`src/design/trs_pkg.sv`:
```
// Shared types, constants and helper functions of the vertex transform block.
package trs_pkg;

    // Fixed-point format of the matrix coefficients
    localparam int FRAC_BITS  = 16;
    // Shift from a Q30 rotation times a Q8.8 scale down to FRAC_BITS fraction bits
    localparam int COEF_SHIFT = 38 - FRAC_BITS;

    // CORDIC constants
    localparam int CORDIC_STEPS = 30;
    localparam logic signed [33:0] CORDIC_K = 34'sd652032874;
    localparam logic signed [31:0] ONE_Q30  = 32'sd1073741824;

    // One full turn in 1/64 degree units
    localparam int TURN_UNITS = 23040;

    // Homogeneous w, 1.0 in Q16.16
    localparam logic [31:0] W_ONE = 32'h0001_0000;

    // Register indexes of the configuration port
    typedef enum logic [2:0] {
        REG_MOVE_X  = 3'd0,
        REG_MOVE_Y  = 3'd1,
        REG_MOVE_Z  = 3'd2,
        REG_PITCH   = 3'd3,
        REG_YAW     = 3'd4,
        REG_ROLL    = 3'd5,
        REG_SCALE   = 3'd6,
        REG_UNUSED  = 3'd7
    } t_reg_idx;

    // Configuration register file
    typedef struct packed {
        logic [2:0][31:0] move;   // x, y, z translation, Q16.16
        logic [2:0][15:0] angle;  // pitch, yaw, roll, 1/64 degree
        logic [47:0]      scale;  // x 47:32, y 31:16, z 15:0, Q8.8
    } t_cfg;

    // Nine matrix coefficients, row-major
    typedef logic [8:0][31:0] t_coefs;

    // Status handed from the matrix builder to the vertex pipeline
    typedef struct packed {
        logic   ready;
        t_coefs coef;
    } t_mat;

    // Phase of one turn unit remainder: a turn is 512 * 45 units, so with
    // r = 45q + m the rounded phase is q * 2^23 + floor((m * 2^23 + 22) / 45)
    function automatic logic [63:0][22:0] phase_table();
        logic [63:0][22:0] t;
        t = '0;
        for (int m = 0; m < 45; m++) begin
            t[m] = 23'((longint'(m) * 64'sd8388608 + 64'sd22) / 64'sd45);
        end
        return t;
    endfunction

    localparam logic [63:0][22:0] PHASE_TAB = phase_table();

    // Arctangent table in turn units (2^32 per turn)
    function automatic logic signed [31:0] atan_turn(input logic [4:0] i);
        logic signed [31:0] v;
        case (i)
            5'd0:  v = 32'sh20000000;
            5'd1:  v = 32'sh12E4051E;
            5'd2:  v = 32'sh09FB385B;
            5'd3:  v = 32'sh051111D4;
            5'd4:  v = 32'sh028B0D43;
            5'd5:  v = 32'sh0145D7E1;
            5'd6:  v = 32'sh00A2F61E;
            5'd7:  v = 32'sh00517C55;
            5'd8:  v = 32'sh0028BE53;
            5'd9:  v = 32'sh00145F2F;
            5'd10: v = 32'sh000A2F98;
            5'd11: v = 32'sh000517CC;
            5'd12: v = 32'sh00028BE6;
            5'd13: v = 32'sh000145F3;
            5'd14: v = 32'sh0000A2F9;
            5'd15: v = 32'sh0000517C;
            5'd16: v = 32'sh000028BE;
            5'd17: v = 32'sh0000145F;
            5'd18: v = 32'sh00000A2F;
            5'd19: v = 32'sh00000517;
            5'd20: v = 32'sh0000028B;
            5'd21: v = 32'sh00000145;
            5'd22: v = 32'sh000000A2;
            5'd23: v = 32'sh00000051;
            5'd24: v = 32'sh00000028;
            5'd25: v = 32'sh00000014;
            5'd26: v = 32'sh0000000A;
            5'd27: v = 32'sh00000005;
            5'd28: v = 32'sh00000002;
            5'd29: v = 32'sh00000001;
            default: v = 32'sh0;
        endcase
        return v;
    endfunction

    // Reduce a signed angle into one turn, [0, TURN_UNITS)
    function automatic logic [14:0] turn_reduce(input logic [15:0] ang);
        logic signed [16:0] a;
        logic signed [16:0] r;
        a = 17'(signed'(ang));
        if (a >= 17'sd23040) begin
            r = a - 17'sd23040;
        end else if (a < -17'sd23040) begin
            r = a + 17'sd46080;
        end else if (a < 17'sd0) begin
            r = a + 17'sd23040;
        end else begin
            r = a;
        end
        return r[14:0];
    endfunction

    // Saturate a wide signed value to signed 32 bits
    function automatic logic [31:0] sat32(input logic signed [65:0] v);
        logic [31:0] r;
        if (v > 66'sd2147483647) begin
            r = 32'h7FFF_FFFF;
        end else if (v < -66'sd2147483648) begin
            r = 32'h8000_0000;
        end else begin
            r = v[31:0];
        end
        return r;
    endfunction

    // Row-major index of a 3x3 entry
    function automatic logic [3:0] idx3(input logic [1:0] row, input logic [1:0] col);
        return 4'(row) * 4'd3 + 4'(col);
    endfunction

    // Elements of the three rotation matrices, Q30
    function automatic logic signed [31:0] rx_elem(input logic [1:0] row,
                                                   input logic [1:0] col,
                                                   input logic signed [31:0] s,
                                                   input logic signed [31:0] c);
        logic signed [31:0] v;
        case ({row, col})
            4'b00_00: v = ONE_Q30;
            4'b01_01: v = c;
            4'b01_10: v = -s;
            4'b10_01: v = s;
            4'b10_10: v = c;
            default:  v = 32'sd0;
        endcase
        return v;
    endfunction

    function automatic logic signed [31:0] ry_elem(input logic [1:0] row,
                                                   input logic [1:0] col,
                                                   input logic signed [31:0] s,
                                                   input logic signed [31:0] c);
        logic signed [31:0] v;
        case ({row, col})
            4'b00_00: v = c;
            4'b00_10: v = s;
            4'b01_01: v = ONE_Q30;
            4'b10_00: v = -s;
            4'b10_10: v = c;
            default:  v = 32'sd0;
        endcase
        return v;
    endfunction

    function automatic logic signed [31:0] rz_elem(input logic [1:0] row,
                                                   input logic [1:0] col,
                                                   input logic signed [31:0] s,
                                                   input logic signed [31:0] c);
        logic signed [31:0] v;
        case ({row, col})
            4'b00_00: v = c;
            4'b00_01: v = -s;
            4'b01_00: v = s;
            4'b01_01: v = c;
            4'b10_10: v = ONE_Q30;
            default:  v = 32'sd0;
        endcase
        return v;
    endfunction

endpackage

```
`src/design/trs_infifo.sv`:
```
// Input queue that decouples vertex acceptance from the transform pipeline.
module trs_infifo import trs_pkg::*; #(
    parameter int DEPTH = 4
) (
    input  logic        i_clk,
    input  logic        i_rst_n,
    input  logic        i_tvalid,
    output logic        o_tready,
    input  logic [95:0] i_tdata,
    output logic        o_vld,
    output logic [95:0] o_data,
    input  logic        i_pop
);

    localparam int AW = (DEPTH > 1) ? $clog2(DEPTH) : 1;
    localparam int CW = $clog2(DEPTH + 1);

    logic [95:0]   r_mem [DEPTH];
    logic [AW-1:0] r_wptr, r_rptr;
    logic [CW-1:0] r_cnt;
    logic          push, pop;

    assign o_tready = (r_cnt != CW'(DEPTH));
    assign o_vld    = (r_cnt != '0);
    assign o_data   = r_mem[r_rptr];
    assign push     = i_tvalid && o_tready;
    assign pop      = i_pop && o_vld;

    // Store each transfer at the write pointer
    always_ff @(posedge i_clk) begin
        if (push) begin
            r_mem[r_wptr] <= i_tdata;
        end
    end

    // Advance pointers and fill count
    always_ff @(posedge i_clk) begin
        if (!i_rst_n) begin
            r_wptr <= '0;
            r_rptr <= '0;
            r_cnt  <= '0;
        end else begin
            if (push) begin
                r_wptr <= (r_wptr == AW'(DEPTH - 1)) ? '0 : r_wptr + 1'b1;
            end
            if (pop) begin
                r_rptr <= (r_rptr == AW'(DEPTH - 1)) ? '0 : r_rptr + 1'b1;
            end
            case ({push, pop})
                2'b10:   r_cnt <= r_cnt + 1'b1;
                2'b01:   r_cnt <= r_cnt - 1'b1;
                default: r_cnt <= r_cnt;
            endcase
        end
    end

endmodule

```
`config.mk`:
```
export PLATFORM = sky130hd
export DESIGN_NAME = trs_infifo
export DESIGN_NICKNAME = d
export VERILOG_FILES = /design/src/design/trs_pkg.sv /design/src/design/trs_infifo.sv
export SDC_FILE = /design/constraint.sdc
export NUM_CORES = 1
export LEC_CHECK = 0
export BUFFER_PORTS_ARGS = -buffer_cell sky130_fd_sc_hd__buf_4
export CORE_MARGIN = 3
export CORE_UTILIZATION = 50
export CTS_BUF_LIST = sky130_fd_sc_hd__clkbuf_8
export DETAILED_ROUTE_END_ITERATION = 10
export PLACE_DENSITY_LB_ADDON = 0.25
export SYNTH_ARGS = -nofsm -noshare
export SYNTH_HDL_FRONTEND = slang
export SYNTH_SLANG_ARGS = --single-unit
export TNS_END_PERCENT = 1
```
`constraint.sdc`:
```
create_clock -name i_clk -period 5.4 [get_ports i_clk]
set_input_delay 0.54 -clock i_clk [delete_from_list [all_inputs] [get_ports i_clk]]
set_output_delay 0.54 -clock i_clk [all_outputs]
set_load 0.02 [all_outputs]
```
# Word level (Yosys, flattened, before mapping)
# Memory sizes are Yosys's and may differ from the RTL's. A register that Yosys moved wholly into a read port is not among the register bits.
# Index checks and enable logic that the tools add are counted.
[word_totals]
ff_bits = 7
mem_count = 1
ramBits = 384
output_inout_bits = 98
word_cells = 24
input_bits = 100
[mem_list]
columns = ["name", "words", "width", "read_ports", "rd_clocked_by_memory_dff", "wr", "line_no", "source"]
rows = [
  ["r_mem", 4, 96, 1, 1, 1, "trs_infifo.sv:18", "logic [95:0] r_mem [DEPTH];"],
]
[classes]
n_eq_ne = 5
n_reduce_logical = 4
mux = 7
addsub = 4
[ops]
columns = ["operator", "count"]
rows = [
  ["2-bit 2-to-1 mux", 4],
  ["2-bit equality test (second input constant)", 3],
  ["3-bit case mux with 2 select lines", 1],
  ["2-bit by 1-bit adder with 2-bit output (second input constant)", 2],
  ["3-bit by 1-bit adder with 3-bit output (second input constant)", 1],
  ["3-bit != test (second input constant)", 1],
  ["3-bit nonzero test", 1],
  ["3-bit by 1-bit subtractor with 3-bit output (second input constant)", 1],
  ["2-bit by 1-bit equality test with 1-bit output (second input constant)", 1],
  ["1-bit logical AND", 2],
  ["1-bit 2-to-1 mux", 2],
  ["2-bit nonzero test", 1],
]

# Longest topological paths before layout
[depth]
ltp_word = 4
mapped_depth = 10

# Worst setup path after synthesis
# OpenSTA, ideal clock, no wires.
[synth_path]
path_kind = "register -> register"
start = "reg r_cnt[2]"
end = "reg r_cnt[2]"
path_stages_with_launch = 11
t_arrival_ps = 2306
setup_time_ps = 76
path_buffers = 1
path_slack_ps = 3019
path_cell_list = "dfxtp_1 -> or3b_1 -> buf_6 -> and2_4 -> inv_1 -> ha_1 -> inv_1 -> fa_1 -> xor2_1 -> or3_2 -> a21boi_0"
[synth_between]
elab_chain_cells = 4
[synth_lines]
columns = ["element", "line_no", "source"]
rows = [
  ["from (decl)", "trs_infifo.sv:20", "logic [CW-1:0] r_cnt;"],
  ["from (signal assigned)", "trs_infifo.sv:50", "2'b10: r_cnt <= r_cnt + 1'b1;"],
  ["from (signal assigned)", "trs_infifo.sv:51", "2'b01: r_cnt <= r_cnt - 1'b1;"],
  ["from (signal assigned)", "trs_infifo.sv:52", "default: r_cnt <= r_cnt;"],
  ["3-bit != test (*)", "trs_infifo.sv:23", "assign o_tready = (r_cnt != CW'(DEPTH));"],
  ["net o_tready", "trs_infifo.sv:8", "output logic o_tready,"],
  ["1-bit logical AND (*)", "trs_infifo.sv:26", "assign push = i_tvalid && o_tready;"],
  ["2-bit by 1-bit equality test with 1-bit output or 2-bit equality test (tied branches)", "trs_infifo.sv:49", "case ({push, pop})"],
  ["3-bit case mux with 2 select lines or 2-bit nonzero test (tied branches)", "-", ""],
]
# Mark *: on every way through the listed nets, which the timed path passes. The rest lies on a longest branch.
# A chain may end at the register's enable or synchronous reset.

==> impl_results.md <==
* Most common cell in the netlist: edfxtp_1
* Share of post-route cells with drive strength above 1 at 45.0%
* Clock-pin transition on the worst setup and hold timing paths at roughly 0.06 ns
* Global-route wire length before repair at just over 40000 um
* CTS tree: yes
* Min-delay src: i_tdata[67]
* Critical R2R Capture: r_cnt[2]$_SDFFE_PN0P_
* N_diodes at 0
* Slew @ Worst Pin at ~1.1 ns
* Die Y at between 150 and 200 um
* Worst Setup Start Kind: flip-flop
* Die X at 175 um
* Resized cells post-CTS at 0
* Syn avg cell area at approximately 26 um^2
* Final #Nets at 906
* Post-DP HPWL at approximately 15000 um
* #FFs+latches synth at between 300 and 400
* CP Max Fanout at 39
* Vias in the first global route at between 7000 and 8000
* Crit end category: output port
* Router iterations before antenna repair at 5
* Core Region at around 28000 um^2
* RR Startpoint: r_cnt[2]$_SDFFE_PN0P_
* Detailed router's first-iteration violation count at ~540
* Internal reg-to-reg setup slack at 2.78 ns
* Top_reg_cell synth: edfxtp_1
* Syn_nets at 665
* Warnings from Yosys at 0
* Synth top area share at around 80%
* Crit share post-route at a little under two thirds
* Worst-Skew Late Latency at about 0.57 ns
* Critical path class: flip-flop to output port
* HP Class: input pin to flip-flop
* Gr ovfl total at 0
* Die Area at about 31000 um^2
* Maximum VDD drop at around 0.29 mV
* # hold bufs at CTS at 0
* Power, Total at 7.92 mW
* Reg2reg path depth at 9
* Root buffer cell: clkbuf_8
* Final Skew at around 0.020 ns
* Async S/R FF share, synth at 0%
* Max Root-Sink Buffers at 3
* # Post-CTS Setup Buffers at 0
* Num CTS Buffers at 59
* Worst Hold Depth at 1
* Setup_tns at 0 ns
* Lkg Pwr at just under 6 nW
* Status: finished clean
* Synth Cell Area at around 14000 um^2
* Clock sinks at between 300 and 400
* Final GP Congestion at about 0.76
* Core Util, Final at roughly three fifths
* Power per cell area at 459 nW/um^2
* Final setup viols at 0
* Max-slew violations at 0
* Dpl cells at roughly 1100
* Area leader, netlist: edfxtp_1
* Fillers at approximately 2000
* Sequential fraction of the synthesis area at slightly above 80%
* Netlist cell types at 25
* IO buf count at roughly 200
* Routed WL at roughly 26000 um
* Slew HR at roughly a quarter
* Initial Util at between 50% and 60%
* Top cells by count, synth: edfxtp_1, mux4_2, buf_2
* Total Routing Usage GR at between 15 and 20%
* Fmax at roughly 290 MHz
* Initial antenna violation count at 2
* Syn Inst Count at 558
* Crit path time final at 3.43 ns
* DR vias at around 6500
* H-tree Lvls at 2
* CP Data Required Time at about 4.9 ns
* Worst Hold End: r_mem[0][67]$_DFFE_PP_
* Via/cell ratio at 5.34
* Antenna violation net count after detailed routing at 0
* Final Non-Filler Cells at between 1000 and 1500
* WL per Instance at 21.2 um
* Crit path arrival time at 2.89 ns
* Largest net degree at the start of global routing at 70
* Max Cap Viol at 0
* Final hold vios at 0
* DRC at 0
* RSZ-0062 raised after global routing: false
* Number of enable flip-flop cells after synthesis at 384
* I/O Pins at just under 200
* P&R area growth vs syn at 20.3%
* Top cells by area, synth: edfxtp_1, mux4_2, dfxtp_1
* Std-Cell Rows at 61
routing by layer:
layer / vias up / track usage (%) / wire, um
met5: - / 0 / 21
met4: 4 / 4.92 / 507
met3: 47 / 6.03 / 2460
met2: 235 / 27.8 / 12900
met1: 3374 / 22.4 / 10100
li1: 2881 / - / -
where the power goes:
group          switching, mW  leakage (nW)  internal [mW]  total [mW]
sequential             0.167          3.60           3.68        3.85
clock                   1.04         0.607           1.05        2.09
combinational           1.04          1.63          0.956        1.99
total                   2.24          5.83           5.68        7.92
per-stage QoR:
stage                     cell area (um^2)  setup WS (ns)  hold WS, ns
final                                17200           1.97        0.169
after global routing                 17200           1.66        0.126
after CTS                            17200           1.82        0.118
after detailed placement             16200           2.44        0.500
after global placement               16200           2.46        0.478
after floorplan                      14300           3.02        0.468
flip-flops by register name (all words and copies together) (netlist names), named ones only:
name    count
r_mem     384
r_cnt       3
r_rptr      2
r_wptr      2
final cells by class:
type                       instances  area (um^2)  share of cell area [%]
multi-input combinational        134         2460                    14.3
tap                              378          473                    2.74
clock buffer                      61          840                    4.87
inverter                           7         26.3                   0.152
sequential                       393        11700                    67.9
clock inverter                    49          199                    1.15
timing repair buffer             204         1530                    8.88
worst max-delay path, stage by stage (launching register included):
cell and delay (ns):
dfxtp_4 0.85, buf_4 0.65, mux4_2 0.61, buf_4 0.18
worst max-delay path by stage:
| stage | cells past startpoint | slack [ns] | to | from |
|---|---|---|---|---|
| 3_5_place_dp | 3 | 2.44 | o_data[40] | flip-flop |
| 3_3_place_gp | 3 | 2.46 | o_data[40] | flip-flop |
| 6_report | 3 | 1.97 | o_data[23] | flip-flop |
| 2_1_floorplan | 10 | 3.02 | r_cnt[2]$_SDFFE_PN0P_ | r_cnt[2]$_SDFFE_PN0P_ |
| 4_1_cts | 3 | 1.82 | o_data[6] | flip-flop |
| 5_1_grt | 3 | 1.66 | o_data[6] | flip-flop |
cell usage in the layout (no fill, tap or decap), types with 2 or more instances in the layout:
master / netlist / routed
clkinv_1: 0 / 20
nand2_1: 6 / 6
inv_1: 7 / 24
clkinv_2: 0 / 12
mux4_2: 96 / 96
dfxtp_4: 0 / 2
or3_2: 2 / 2
ha_1: 6 / 6
clkbuf_8: 0 / 61
edfxtp_1: 384 / 384
and3_4: 0 / 4
dfxtp_1: 9 / 7
nor2_1: 2 / 2
o21ai_0: 4 / 4
buf_4: 0 / 204
nand3_1: 2 / 2
and2_1: 2 / 2
logic make-up after synthesis:
kind of cell	Yosys count	share of synthesized area (%)
AO/OA/AOI/OAI	7	0.279
XOR/XNOR	2	0.122
adder cells (fa/ha/maj)	7	0.663
buffers and inverters	31	1.27
flip-flops	393	81.7
multiplexers	97	15.1
AND/OR/NAND/NOR	21	0.846
(Power assumes the default switching activity.)
